==> src/rtl/core/msqh_pkg.sv <==
// ----------------------------------------------------------------------------
// msqh_pkg
// Types and constants shared by the mid-square hash table modules.
// ----------------------------------------------------------------------------
package msqh_pkg;

    localparam int SLOTS  = 10;
    localparam int SLOT_W = 4;
    localparam int KEY_W  = 16;
    localparam int SQ_W   = 32;
    localparam int DIGITS = 10;

    // ceil(2^35 / 10): exact quotient by ten for any 32-bit value
    localparam logic [31:0] RECIP10 = 32'hCCCC_CCCD;

    localparam logic [1:0] FN_INSERT = 2'd0;
    localparam logic [1:0] FN_DELETE = 2'd1;
    localparam logic [1:0] FN_SEARCH = 2'd2;

    localparam logic [2:0] ST_INSERTED = 3'd0;
    localparam logic [2:0] ST_FULL     = 3'd1;
    localparam logic [2:0] ST_DELETED  = 3'd2;
    localparam logic [2:0] ST_NOTFOUND = 3'd3;
    localparam logic [2:0] ST_FOUND    = 3'd4;

    typedef logic [SLOT_W-1:0] slot_t;
    typedef logic [KEY_W-1:0]  key_t;

    typedef struct packed {
        logic       start;
        logic [1:0] func;
        key_t       key;
        slot_t      home;
    } probe_req_t;

    typedef struct packed {
        logic       done;
        logic [2:0] status;
        slot_t      slot;
    } probe_rsp_t;

endpackage

==> src/rtl/core/msqh_table.sv <==
// ----------------------------------------------------------------------------
// msqh_table
// Slot memory with valid flags; probes one slot per cycle from the home slot.
// ----------------------------------------------------------------------------
module msqh_table
    import msqh_pkg::*;
(
    input  logic       clk,
    input  logic       rst_n,
    input  probe_req_t req,
    output probe_rsp_t rsp
);

    typedef enum logic {
        T_IDLE,
        T_PROBE
    } tstate_t;

    tstate_t          state_reg;
    logic [1:0]       func_reg;
    key_t             key_reg;
    slot_t            addr_reg;
    logic [3:0]       issue_cnt_reg;
    logic             cmp_vld_reg;
    slot_t            cmp_slot_reg;
    logic             cmp_last_reg;
    logic [SLOTS-1:0] valid_reg;
    logic             done_reg;
    logic [2:0]       status_reg;
    slot_t            slot_reg;

    key_t             key_mem [SLOTS];
    key_t             rdata_reg;

    logic             issue_en;
    logic             hit;
    logic             finish;
    logic             wr_en;
    slot_t            addr_inc;

    assign addr_inc = (addr_reg == slot_t'(SLOTS - 1)) ? '0 : addr_reg + slot_t'(1);
    assign issue_en = (state_reg == T_PROBE) && (issue_cnt_reg != 4'(SLOTS));

    always_comb
    begin
        if (func_reg == FN_INSERT)
            hit = cmp_vld_reg && !valid_reg[cmp_slot_reg];
        else
            hit = cmp_vld_reg && valid_reg[cmp_slot_reg] && (rdata_reg == key_reg);
    end

    assign finish = (state_reg == T_PROBE) && cmp_vld_reg && (hit || cmp_last_reg);
    assign wr_en  = finish && hit && (func_reg == FN_INSERT);

    // synchronous slot memory with a registered read port
    always_ff @(posedge clk)
    begin
        if (wr_en)
            key_mem[cmp_slot_reg] <= key_reg;
        rdata_reg <= key_mem[addr_reg];
    end

    always_ff @(posedge clk or negedge rst_n)
    begin
        if (!rst_n)
        begin
            state_reg     <= T_IDLE;
            issue_cnt_reg <= '0;
            cmp_vld_reg   <= 1'b0;
            valid_reg     <= '0;
            done_reg      <= 1'b0;
        end
        else
        begin
            done_reg <= 1'b0;
            case (state_reg)
                T_IDLE:
                begin
                    cmp_vld_reg <= 1'b0;
                    if (req.start)
                    begin
                        func_reg      <= req.func;
                        key_reg       <= req.key;
                        addr_reg      <= req.home;
                        issue_cnt_reg <= '0;
                        state_reg     <= T_PROBE;
                    end
                end
                T_PROBE:
                begin
                    if (finish)
                    begin
                        cmp_vld_reg <= 1'b0;
                        done_reg    <= 1'b1;
                        state_reg   <= T_IDLE;
                        if (!hit)
                        begin
                            status_reg <= (func_reg == FN_INSERT) ? ST_FULL : ST_NOTFOUND;
                            slot_reg   <= '0;
                        end
                        else
                        begin
                            slot_reg <= cmp_slot_reg;
                            case (func_reg)
                                FN_INSERT:
                                begin
                                    status_reg              <= ST_INSERTED;
                                    valid_reg[cmp_slot_reg] <= 1'b1;
                                end
                                FN_DELETE:
                                begin
                                    status_reg              <= ST_DELETED;
                                    valid_reg[cmp_slot_reg] <= 1'b0;
                                end
                                default:
                                    status_reg <= ST_FOUND;
                            endcase
                        end
                    end
                    else if (issue_en)
                    begin
                        cmp_vld_reg   <= 1'b1;
                        cmp_slot_reg  <= addr_reg;
                        cmp_last_reg  <= (issue_cnt_reg == 4'(SLOTS - 1));
                        addr_reg      <= addr_inc;
                        issue_cnt_reg <= issue_cnt_reg + 4'd1;
                    end
                    else
                    begin
                        cmp_vld_reg <= 1'b0;
                    end
                end
                default:
                    state_reg <= T_IDLE;
            endcase
        end
    end

    assign rsp.done   = done_reg;
    assign rsp.status = status_reg;
    assign rsp.slot   = slot_reg;

endmodule

==> config.mk <==
export PLATFORM = sky130hd
export DESIGN_NAME = msqh_table
export DESIGN_NICKNAME = d
export VERILOG_FILES = /design/src/rtl/core/msqh_pkg.sv /design/src/rtl/core/msqh_table.sv
export SDC_FILE = /design/constraint.sdc
export NUM_CORES = 1
export LEC_CHECK = 0
export BUFFER_PORTS_ARGS = -buffer_cell sky130_fd_sc_hd__buf_2
export CORE_MARGIN = 2
export CORE_UTILIZATION = 55
export CTS_BUF_LIST = sky130_fd_sc_hd__clkbuf_4
export DETAILED_ROUTE_END_ITERATION = 8
export PLACE_DENSITY_LB_ADDON = 0.1
export SYNTH_ARGS = -nofsm -noshare
export SYNTH_HDL_FRONTEND = slang
export SYNTH_SLANG_ARGS = --single-unit
==> constraint.sdc <==
create_clock -name clk -period 5.35 [get_ports clk]
set_input_delay 0.535 -clock clk [delete_from_list [all_inputs] [get_ports clk]]
set_output_delay 0.535 -clock clk [all_outputs]
set_load 0.05 [all_outputs]
After elaboration in Yosys (flattened, before gate mapping)
Memory sizes are Yosys's and may differ from the RTL's. A register that Yosys moved wholly into a read port is not among the register bits.
Index checks and enable logic that the tools add are counted.
- register bits: 51
- memory bits (writable): 160
- bits of input ports: 25
- output and inout port bits: 8
- logic and storage cells: 77
- memories kept: 1
- memories (memory ; depth ; bits a word ; rd ports ; clocked after memory_dff ; wr ports ; RTL line ; source):
    key_mem ; 10 ; 16 ; 1 ; 1 ; 1 ; msqh_table.sv:32 ; key_t key_mem [SLOTS];
- add/subtract/negate cells: 2
- order comparisons: 2
- equality and inequality tests: 8
- mux-type cells: 28
- bitwise operators: 5
- reductions and logical operators: 19
- operators by type and width (kind ; count):
    $mux W4 ; 7
    $pmux W10 S2 ; 1
    $eq A16 B16 Y1 ; 1
    $pmux W4 S2 ; 2
    $reduce_and A4 Y1 ; 3
    $mux W1 ; 11
    $and A10 B10 Y10 ; 1
    $not A10 Y10 ; 1
    $or A10 B10 Y10 ; 1
    $logic_and A1 B1 Y1 ; 9
    $reduce_and A3 Y1 ; 3
    $add A4 B1 Y4 const B ; 2
    $eq A4 B4 Y1 const B ; 2
    $pmux W3 S2 ; 1
    $lt A4 B5 Y1 const B ; 1
    $bmux W1 S4 ; 1
    $demux W1 S4 ; 1
    $ge A4 B1 Y1 const B ; 1
    $ne A2 B2 Y1 const B ; 2
    $ne A4 B4 Y1 const B ; 1
    $pmux W1 S2 ; 2
    $mux W3 ; 1
    $eq A2 B1 Y1 const B ; 1
    $logic_not A2 Y1 ; 1
    other kinds (6) ; 7

Logic depth before layout (Yosys ltp)
Gate-level depths: netlist of run 1.
- depth in word-level cells: 11
- mapped depth: 9

Least setup slack after synthesis of run 1
Ideal clock, no wire load.
- path kind: register to register
- start: register key_reg[13]
- end: memory key_mem[4][0] in the netlist's numbering, enable pin
- setup time: 0.409 ns
- data arrival time: 2.604 ns
- required time: 4.941 ns
- setup slack: 2.337 ns
- stages on the path, launching flop included: 8
- path buffers: 0
- path through: edfxtp_1 xnor2_1 nand4_1 nor4b_1 nand3_1 a21oi_1 nand2_1 nor3_1
- longest elaborated chain between the ends: 9
- RTL lines (element ; RTL line ; source):
    from (decl) ; msqh_table.sv:21 ; key_t key_reg;
    from (signal assigned) ; msqh_table.sv:83 ; key_reg <= req.key;
    $eq A16 B16 Y1 * ; msqh_table.sv:49 ; hit = cmp_vld_reg && valid_reg[cmp_slot_reg] && (rdata_reg == key_reg);
    $logic_and A1 B1 Y1 * ; msqh_table.sv:49 ;
    $mux W1 * ; msqh_table.sv:46 ; if (func_reg == FN_INSERT)
    $logic_or A1 B1 Y1 ; msqh_table.sv:52 ; assign finish = (state_reg == T_PROBE) && cmp_vld_reg && (hit || cmp_last_reg);
    $logic_and A1 B1 Y1 ; msqh_table.sv:52 ;
    $logic_and A1 B1 Y1 * (2 in series) ; msqh_table.sv:53 ; assign wr_en = finish && hit && (func_reg == FN_INSERT);
    $mux W1 * ; msqh_table.sv:58 ; if (wr_en)
    $mux W1 (not written as such) * ; msqh_table.sv:59 ; key_mem[cmp_slot_reg] <= key_reg;
    to (decl) ; msqh_table.sv:32 ;
Mark *: on every way between the ends. The rest lies on a longest branch, timed or not.

Final worst setup path of run 1
- start: register cmp_slot_reg[0]
- end: memory key_mem[3][0] in the netlist's numbering, enable pin
- longest elaborated chain between the ends: 11
- RTL lines (element ; RTL line ; source):
    from (decl) ; msqh_table.sv:25 ; slot_t cmp_slot_reg;
    from (signal assigned) ; msqh_table.sv:123 ; cmp_slot_reg <= addr_reg;
    $bmux W1 S4 ; msqh_table.sv:47, msqh_table.sv:49 ;
    $mux W1 (not written as such) ; msqh_table.sv:47, msqh_table.sv:49 ;
    $logic_and A1 B1 Y1 / $logic_not A1 Y1 (equally long branches) ; msqh_table.sv:49, msqh_table.sv:47 ;
    $logic_and A1 B1 Y1 (on tied branches) ; msqh_table.sv:49, msqh_table.sv:47 ;
    $mux W1 ; msqh_table.sv:46 ;
    $logic_or A1 B1 Y1 ; msqh_table.sv:52 ;
    $logic_and A1 B1 Y1 ; msqh_table.sv:52 ;
    $logic_and A1 B1 Y1 (2 in series) ; msqh_table.sv:53 ;
    $mux W1 ; msqh_table.sv:58 ;
    $mux W1 (not written as such) ; msqh_table.sv:59 ;
Parallel ways exist; a longest one is shown, timed or not. The select of a mux whose other input is x is not followed.

==> results of run 1 <==
critical path: cells and delay by family, from the launching register on:
kind               cells  cell delay [ns]
muxes                  1             0.27
AOI/OAI and AO/OA      2             0.44
DFF                    1             0.70
and+or+nand+nor        4             1.31
area by class of cell:
class / instances / area [um^2]
diodes: 1 / 2.50
clock buffers: 95 / 713
clock inverters: 9 / 63.8
fillers: 1179 / 5740
inverters: 13 / 48.8
multi-input cells: 237 / 2130
flip-flops and latches: 227 / 6570
well taps: 216 / 270
repair buffers: 48 / 290
kinds of logic (layout without fill, tap and decap cells):
kind of cell	after synthesis	count (layout)	share of synthesized area
XOR/XNOR	17	17	0.0168
AND/OR/NAND/NOR	93	93	0.0575
AO/OA/AOI/OAI	62	62	0.0452
buffers and inverters	39	165	0.0185
adder cells (fa/ha/maj)	3	3	0.00424
other	0	1	0
multiplexers	62	62	0.116
flip-flops	227	227	0.742
cells in the mapped netlist (2+ instances only):
| library cell | n | area [um^2] |
|---|---|---|
| edfxtp_1 | 194 | 5830 |
| mux4_2 | 32 | 721 |
| mux2i_1 | 28 | 280 |
| nor2_1 | 23 | 86.3 |
| a21oi_1 | 20 | 100 |
| nor2b_1 | 20 | 125 |
| clkbuf_1 | 17 | 63.8 |
| dfrtp_1 | 17 | 425 |
| a211oi_1 | 16 | 120 |
| dfxtp_1 | 16 | 320 |
| inv_1 | 13 | 48.8 |
| xnor2_1 | 12 | 105 |
| nor3_1 | 10 | 50.1 |
| o21ai_0 | 9 | 45.0 |
| nand2_1 | 7 | 26.3 |
| nand2b_1 | 7 | 43.8 |
| buf_2 | 5 | 25.0 |
| xor2_1 | 5 | 43.8 |
| and2_1 | 4 | 25.0 |
| nand3_1 | 4 | 20.0 |
| o31ai_1 | 4 | 30.0 |
| ha_1 | 3 | 37.5 |
| nand4_1 | 3 | 18.8 |
| or2_2 | 3 | 18.8 |
| and3_1 | 2 | 12.5 |
| and3b_1 | 2 | 17.5 |
| buf_1 | 2 | 7.51 |
| mux2_2 | 2 | 22.5 |
| nor3b_1 | 2 | 15.0 |
| nor4_1 | 2 | 12.5 |
| o211ai_1 | 2 | 15.0 |
| o31a_1 | 2 | 17.5 |
what timing repair did:
action / CTS / global route
hold endpoints to repair: 19 / 1
endpoints found under the setup margin: 0 / 0
hold buffers: 3 / 1
layer usage:
metal	track usage	part of all wire	vias to the layer above
li1	-	-	2188
met4	0.0864	0.021	0
met2	0.343	0.50	105
met3	0.0542	0.046	20
met5	0	0	-
met1	0.272	0.44	2366
worst max-delay path by stage:
stage	startpoint	cells after the start	endpoint	slack, ns
after detailed placement	cmp_slot_reg[0]$_DFFE_PP_	7	key_mem[3][12]$_DFFE_PP_	2.25
after global routing	cmp_slot_reg[0]$_DFFE_PP_	7	key_mem[3][0]$_DFFE_PP_	2.00
after CTS	cmp_slot_reg[0]$_DFFE_PP_	7	key_mem[3][8]$_DFFE_PP_	2.22
after floorplan	key_reg[13]$_DFFE_PP_	7	key_mem[4][0]$_DFFE_PP_	2.34
after global placement	cmp_slot_reg[0]$_DFFE_PP_	7	key_mem[3][14]$_DFFE_PP_	2.34
final	cmp_slot_reg[0]$_DFFE_PP_	7	key_mem[3][0]$_DFFE_PP_	2.23
where the power goes:
group	internal (mW)	total, mW	switching (mW)
registers	2.11	2.25	0.136
clock network	0.842	1.49	0.647
logic	0.400	0.902	0.502
placed cells by master (no fill, tap or decap), drive strengths merged, types with 2 or more instances in the layout:
master,Yosys,layout
a211oi,16,16
a21oi,20,20
and2,4,4
and3,2,2
and3b,2,2
buf,9,44
clkbuf,17,95
clkinv,0,7
dfrtp,17,17
dfxtp,16,16
dlygate4sd3,0,4
edfxtp,194,194
ha,3,3
inv,13,13
mux2,2,2
mux2i,28,28
mux4,32,32
nand2,7,7
nand2b,7,7
nand3,4,4
nand4,3,3
nor2,23,23
nor2b,20,20
nor3,10,10
nor3b,2,2
nor4,2,2
o211ai,2,2
o21ai,9,9
o31a,2,2
o31ai,4,4
or2,3,3
xnor2,12,12
xor2,5,5
per-stage QoR:
stage,cells,cell area [um^2],setup slack (ns)
floorplan,503,8850,2.34
global placement,737,9270,2.34
detailed placement,737,9270,2.25
CTS,844,10100,2.22
global route,846,10100,2.00
finish,846,10100,2.23
==> flow_summary.toml, run 1 <==
[detailed_routing]
viasPerCell = 5.53
drt_iter0_markers = 271
via_count = 4679
ant_nets = 0
finalWirelength_mm = 16.8
wl_per_cell_um = 19.9
drc = 0
first_pass_iters = 4

[sta]
tightest_slew_ns = 1.02
max_freq_mhz = 320
holdWs_ns = 0.0597
min_period_ns = 3.12
rsz0062_at_grt = "false"
setup_viol = 0
maxSlewHeadroom = 0.322
hold_viol_final = 0
clock_skew_ns = 0.0336
slew_viol_final = 0
tns_ns = 0
finalCritPeriodShare = 0.584

[synthesis]
syn_inst = 503
async_flop_share = 0.0749
syn_nets = 531
ys_types = 47
synth_flop_cell = "edfxtp_1"
ys_warn_count = 0
synth_seq_area_share = 0.742
synth_area_mm2 = 0.00885
avgSynthCellArea_um2 = 17.6
synth_edf_count = 194
ys_seq_elements = 227

[clock_tree]
clk_pin_slew_worst_paths_ns = 0.06
cts_tree = "done"
cts_num_sinks = 227
cts_setup_buffers = 0
clk_latency_ns = 0.66
clockRootBuffer = "clkbuf_4"
cts_buffers = 57
cts_resized = 0
clk_path_buf_depth = 3
htreeDepth = 2

[grt]
grt_usage = 0.210
grt_pass1_vias = 4881
grt_pass1_wl_mm = 26.1
grt-ovfl-total = 0
antenna_found_initial = 1
grt_max_degree = 55

[pwr]
power_leakage_nw = 3.53
peakVddDrop_v = 0.000351
p_total_mw = 4.64
p_per_area_mw_per_mm2 = 460

[layout]
fin_nets = 612
largest_register_ffs = 160
area_delta_synth_final_pct = 14.0
fin_util = 0.638
layout-drive-gt1-share = 0.289

[setup_path]
crit_chain = "mux2i_1 > o22ai_1 > o31a_1 > nor2_1 > nand3_1 > nor2_1 > and4b_1"
worst_ep_required_time_ns = 5.60
r2r_setup_slack_ns = 2.23
slowest_delay_ns = 0.84
cp_common_cell = "nor2_1"
crit_path_end_kind = "register"
arrival_ns = 3.37
r2r-start = "cmp_slot_reg[0]$_DFFE_PP_"
start_kind = "register"
rr_worst_depth = 7
cp_slowest_cell = "and4b_1"
r2r_end = "key_mem[3][0]$_DFFE_PP_"
critical_path.max_fanout = 16
crit_type = "register to register"

[floorplan]
die_w_um = 131
pin_count = 33
start_util = 0.559
die_h_um = 131
rows = 46
core_mm2 = 0.0158
dieArea_mm2 = 0.0171

[hold_path]
hold_path.class = "primary input to register"
whs_path_depth = 1
holdPathEnd = "func_reg[0]$_DFFE_PP_"
hold_start = "req[20]"

[place]
portBuffers = 32
hpwlAfterDp_mm = 9.44
place_congestion = 0.810

[outcome]
run_status = "completed"

[run]
max-cap-violations = 0
No activity file was read; power rests on OpenSTA's default activity.
==> run 2: changes to the inputs <==
==> constraint.sdc (replaced) <==
create_clock -name clk -period 2.8 [get_ports clk]
set_input_delay 0.28 -clock clk [delete_from_list [all_inputs] [get_ports clk]]
set_output_delay 0.28 -clock clk [all_outputs]
set_load 0.05 [all_outputs]
==> run 2 against run 1 <==
Global-route usage up 1.3 points. Core utilization up 2.9 points. Worst setup slack worse by 2.1 ns. Die area unchanged. Combinational power up 110%. Cell count up 4.7%. Design area up 4.5%. Critical path depth unchanged.
==> flow_summary.toml, run 2 (synthesis gave the netlist of run 1 again) <==
[layout]
final_common_cell = "edfxtp_1"
largest_register_ffs = 160
multi_input_area_mm2 = 0.00213
layout-drive-gt1-share = 0.290
fill_cells = 1150
area_delta_synth_final_pct = 19.1
ff_latch_area_mm2 = 0.00657
mostFrequentLayoutCells = "edfxtp_1 (194), clkbuf_4 (80), mux4_2 (32), buf_2 (32), mux2i_1 (28)"
fin_nets = 651
post-route-cell-area_mm2 = 0.0106
num_antenna_cells = 0

[grt]
grt_usage = 0.222
grt_pass1_vias = 4933
grt_max_degree = 38
grt-ovfl-total = 0
antenna_found_initial = 0
grt_pass1_wl_mm = 27.6

[place]
portBuffers = 32
hpwlAfterDp_mm = 10.2
postPlaceCellArea_mm2 = 0.00958
place_congestion = 0.818

[sta]
min_period_ns = 2.65
maxSlewHeadroom = 0.573
tns_ns = 0
tightest_slew_ns = 0.634
hold_viol_final = 0
slew_viol_final = 0
clock_skew_ns = 0.0306
setup_viol = 0
rsz0062_at_grt = "false"
finalCritPeriodShare = 0.946
max_freq_mhz = 377

[floorplan]
die_h_um = 131
start_util = 0.559
rows = 46
core_mm2 = 0.0158
pin_count = 33
dieArea_mm2 = 0.0171
die_w_um = 131

[setup_path]
crit_chain = "mux2i_1 > o22ai_1 > o31a_1 > and4_4 > a211o_1 > or2_2 > nor2_2"
start_kind = "register"
slowest_delay_ns = 0.55
cp_slowest_cell = "edfxtp_1"
critical_path.max_fanout = 8
crit_path_end_kind = "register"
worst_ep_required_time_ns = 3.11
arrival_ns = 2.96
crit_type = "register to register"

[clock_tree]
clk_latency_ns = 0.65
clk_path_buf_depth = 3
cts_tree = "done"
cts_buffers = 55
htreeDepth = 2
clockRootBuffer = "clkbuf_4"
cts_setup_buffers = 0
clk_pin_slew_worst_paths_ns = 0.07
cts_num_sinks = 227

[detailed_routing]
ant_nets = 0
viasPerCell = 5.49
drt_iter0_markers = 422
finalWirelength_mm = 17.9
via_count = 4868
first_pass_iters = 5
drc = 0
wl_per_cell_um = 20.2

[pwr]
power_leakage_nw = 3.72
peakVddDrop_v = 0.000459
pwr-share-clk = 0.302
comb_power_share = 0.215
p_switching_mw = 2.52
seqPwrFrac = 0.483
power.internal_mw = 6.31
sw_frac_of_total = 0.285
p_per_area_mw_per_mm2 = 837

[hold_path]
hold_path.class = "primary input to asynchronous set/reset pin"

[outcome]
run_status = "completed"

[run]
max-cap-violations = 0
run 2: repair_timing:
item / in CTS / in global routing
resized for setup: 0 / 1
setup endpoints to repair: 0 / 4
hold buffers: 24 / 0
endpoints found under the hold margin: 42 / 0
run 2: final timing paths:
| kind | startpoint | to | slack, ns | cells past startpoint |
|---|---|---|---|---|
| max | cmp_slot_reg[0]$_DFFE_PP_ | addr_reg[2]$_DFFE_PP_ | 0.15 | 7 |
| min | rst_n | issue_cnt_reg[1]$_DFFE_PN0P_ | 0.14 | 2 |
| max reg2reg | cmp_slot_reg[0]$_DFFE_PP_ | addr_reg[2]$_DFFE_PP_ | 0.15 | 7 |
| min reg2reg | register | register | 0.52 | 2 |
| max in group asynchronous | rst_n | issue_cnt_reg[0]$_DFFE_PN0P_ | 2.31 | 2 |
| min in group clk | req[10] | key_reg[6]$_DFFE_PP_ | 0.35 | 2 |
run 2: metal layers:
metal,up-vias,track usage,routed length (um)
met3,19,0.0509,921
met4,0,0.0682,221
met2,137,0.369,8950
met5,-,0,0
li1,2247,-,-
met1,2465,0.298,7770
run 2: area by class of cell:
cell class | count | share of cell area
clock buffers | 80 | 0.0569
clock inverters | 24 | 0.0120
inverters | 13 | 0.00463
multi-input cells | 237 | 0.202
flip-flops and latches | 227 | 0.623
well taps | 216 | 0.0256
repair buffers | 89 | 0.0757
run 2: metrics by stage:
step                 util  total power [mW]  hold slack (ns)  worst slack (ns)  std cells
floorplan               -              5.66          -0.0156             0.213        503
global placement    0.605              6.18            0.248             0.200        758
detailed placement  0.605              6.22            0.252             0.113        758
CTS                 0.666              8.95           0.0733            0.0901        886
global route        0.667              9.32            0.122            0.0490        886
finish              0.667              8.83            0.136             0.150        886
run 2: power by group through the flow:
stage	logic, mW	registers [mW]	clock network (mW)
after floorplan	1.37	4.29	0
after global placement	1.86	4.32	0
after detailed placement	1.89	4.33	0
after CTS	1.92	4.26	2.77
after global routing	2.08	4.30	2.95
final	1.89	4.26	2.67
run 2: critical path, delay by kind of cell, from the launching register on:
| kind | cells | cell delay [ns] |
|---|---|---|
| compound gates | 3 | 0.77 |
| flops | 1 | 0.55 |
| mux | 1 | 0.25 |
| simple gates | 3 | 0.74 |
==> run 3: changes to the inputs <==
--- a/config.mk
+++ b/config.mk
@@ -6,8 +6,10 @@
 export NUM_CORES = 1
 export LEC_CHECK = 0
 export BUFFER_PORTS_ARGS = -buffer_cell sky130_fd_sc_hd__buf_2
+export CELL_PAD_IN_SITES_DETAIL_PLACEMENT = 0
+export CELL_PAD_IN_SITES_GLOBAL_PLACEMENT = 1
 export CORE_MARGIN = 2
-export CORE_UTILIZATION = 55
+export CORE_UTILIZATION = 50
 export CTS_BUF_LIST = sky130_fd_sc_hd__clkbuf_4
 export DETAILED_ROUTE_END_ITERATION = 8
 export PLACE_DENSITY_LB_ADDON = 0.1
==> constraint.sdc (replaced) <==
create_clock -name clk -period 2.8 [get_ports clk]
set_input_delay 0.14 -clock clk [delete_from_list [all_inputs] [get_ports clk]]
set_output_delay 0.14 -clock clk [all_outputs]
set_load 0.05 [all_outputs]
==> run 3 against run 2 <==
Core utilization is 5.0 points lower. Cell count is 1.9% higher. Combinational power hardly changed. Register-to-register slack better by 0.02 ns. Largest cell class unchanged. Highest routed layer unchanged. Via count is 1.3% lower. Clock power is 14% higher. Power is 4.1% higher.
==> flow_summary.toml, run 3 (synthesis gave the netlist of run 1 again) <==
[sta]
tightest_slew_ns = 0.719
slew_viol_final = 0
min_period_ns = 2.63
finalCritPeriodShare = 0.938
max_freq_mhz = 381
hold_viol_final = 0
setup_viol = 0
clock_skew_ns = 0.0444
rsz0062_at_grt = "false"
tns_ns = 0
maxSlewHeadroom = 0.517
setup_ws_ns = 0.174

[floorplan]
start_util = 0.512
core_mm2 = 0.0173
die_h_um = 137
pin_count = 33
dieArea_mm2 = 0.0188
rows = 48
die_w_um = 137

[detailed_routing]
via_count = 4803
viasPerCell = 5.32
wl_per_cell_um = 20.1
drc = 0
first_pass_iters = 4
drt_iter0_markers = 318
ant_nets = 0
finalWirelength_mm = 18.2

[clock_tree]
cts_buffers = 59
clk_latency_ns = 0.69
clk_pin_slew_worst_paths_ns = 0.07
cts_setup_buffers = 0
clockRootBuffer = "clkbuf_4"
htreeDepth = 2
cts_tree = "done"
clk_path_buf_depth = 3
cts_num_sinks = 227

[outcome]
run_status = "completed"

[setup_path]
crit_chain = "mux2i_1 > o22ai_1 > o31a_1 > and4_4 > a211o_1 > or2_2 > nor2_2"
worst_ep_required_time_ns = 3.14
r2r_end = "addr_reg[3]$_DFFE_PP_"
cp_slowest_cell = "edfxtp_1"
critPathCapture = "addr_reg[3]$_DFFE_PP_"
crit_path_end_kind = "register"
rr_worst_depth = 7
start_kind = "register"
crit_type = "register to register"
crit_start = "cmp_slot_reg[0]$_DFFE_PP_"
critical_path.max_fanout = 7
arrival_ns = 2.97
r2r_setup_slack_ns = 0.17
r2r-start = "cmp_slot_reg[0]$_DFFE_PP_"
slowest_delay_ns = 0.54

[layout]
mostFrequentLayoutCells = "edfxtp_1 (194), clkbuf_4 (99), mux4_2 (32), buf_2 (32), mux2i_1 (28)"
multi_input_area_mm2 = 0.00214
largest_register_ffs = 160
fill_cells = 1380
final_common_cell = "edfxtp_1"
ff_latch_area_mm2 = 0.00657
fin_nets = 656
layout-drive-gt1-share = 0.312
area_delta_synth_final_pct = 20.5

[grt]
grt_pass1_vias = 5213
antenna_found_initial = 1
grt-ovfl-total = 0
grt_usage = 0.209
grt_pass1_wl_mm = 28.4
grt_max_degree = 46

[place]
portBuffers = 32
hpwlAfterDp_mm = 10.1
place_congestion = 0.781
place_ws_ns = 0.0899

[pwr]
p_per_area_mw_per_mm2 = 862
power_leakage_nw = 3.78
peakVddDrop_v = 0.000792
p_total_mw = 9.20

[hold_path]
hold_path.class = "primary input to register"

[run]
max-cap-violations = 0
run 3: layout make-up:
| type | count | share of cell area |
|---|---|---|
| Sequential cell | 227 | 0.616 |
| Timing Repair Buffer | 90 | 0.0734 |
| Clock inverter | 11 | 0.00927 |
| Inverter | 13 | 0.00457 |
| Clock buffer | 99 | 0.0697 |
| Tap cell | 225 | 0.0264 |
| Multi-Input combinational cell | 237 | 0.200 |
| Antenna cell | 1 | 0.000235 |
run 3: worst max-delay path, delay by kind of cell (launching register included):
family           cells  cell delay (ns)
AO/OA/AOI/OAI        3             0.79
multiplexers         1             0.24
flip-flops           1             0.54
AND/OR/NAND/NOR      3             0.72
run 3: worst min-delay path by stage:
stage	from	endpoint	slack, ns	cells after the start
floorplan	rst_n	asynchronous set/reset pin	-0.16	0
global placement	rst_n	issue_cnt_reg[2]$_DFFE_PN0P_	0.13	2
detailed placement	rst_n	done_reg$_DFF_PN0_	0.14	2
CTS	req[8]	key_reg[4]$_DFFE_PP_	0.10	2
global route	req[6]	key_reg[2]$_DFFE_PP_	0.11	2
finish	req[8]	key_reg[4]$_DFFE_PP_	0.17	2
run 3: layer usage:
layer,global-route usage,part of all wire,vias to the layer above
met5,0,0,-
met4,0.0865,0.022,0
met3,0.0444,0.044,30
met2,0.346,0.50,118
met1,0.269,0.43,2403
li1,-,-,2252
run 3: where the power goes:
group / switching, mW / internal [mW] / leakage, nW
sequential: 0.224 / 4.04 / 2.11
combinational: 1.03 / 0.848 / 1.17
clock: 1.29 / 1.77 / 0.499
run 3: repair_timing:
item                       CTS  global route
gates resized for setup      0             1
hold endpoints to repair    53             0
setup endpoints to repair    0             4
hold buffers                25             0
run 3: metrics by stage:
stage	hold WS [ns]	instance area (um^2)	util	instances
floorplan	-0.156	8860	-	503
global placement	0.133	9570	0.553	767
detailed placement	0.139	9570	0.553	767
CTS	0.101	10700	0.616	902
global route	0.107	10700	0.617	903
finish	0.166	10700	0.617	903
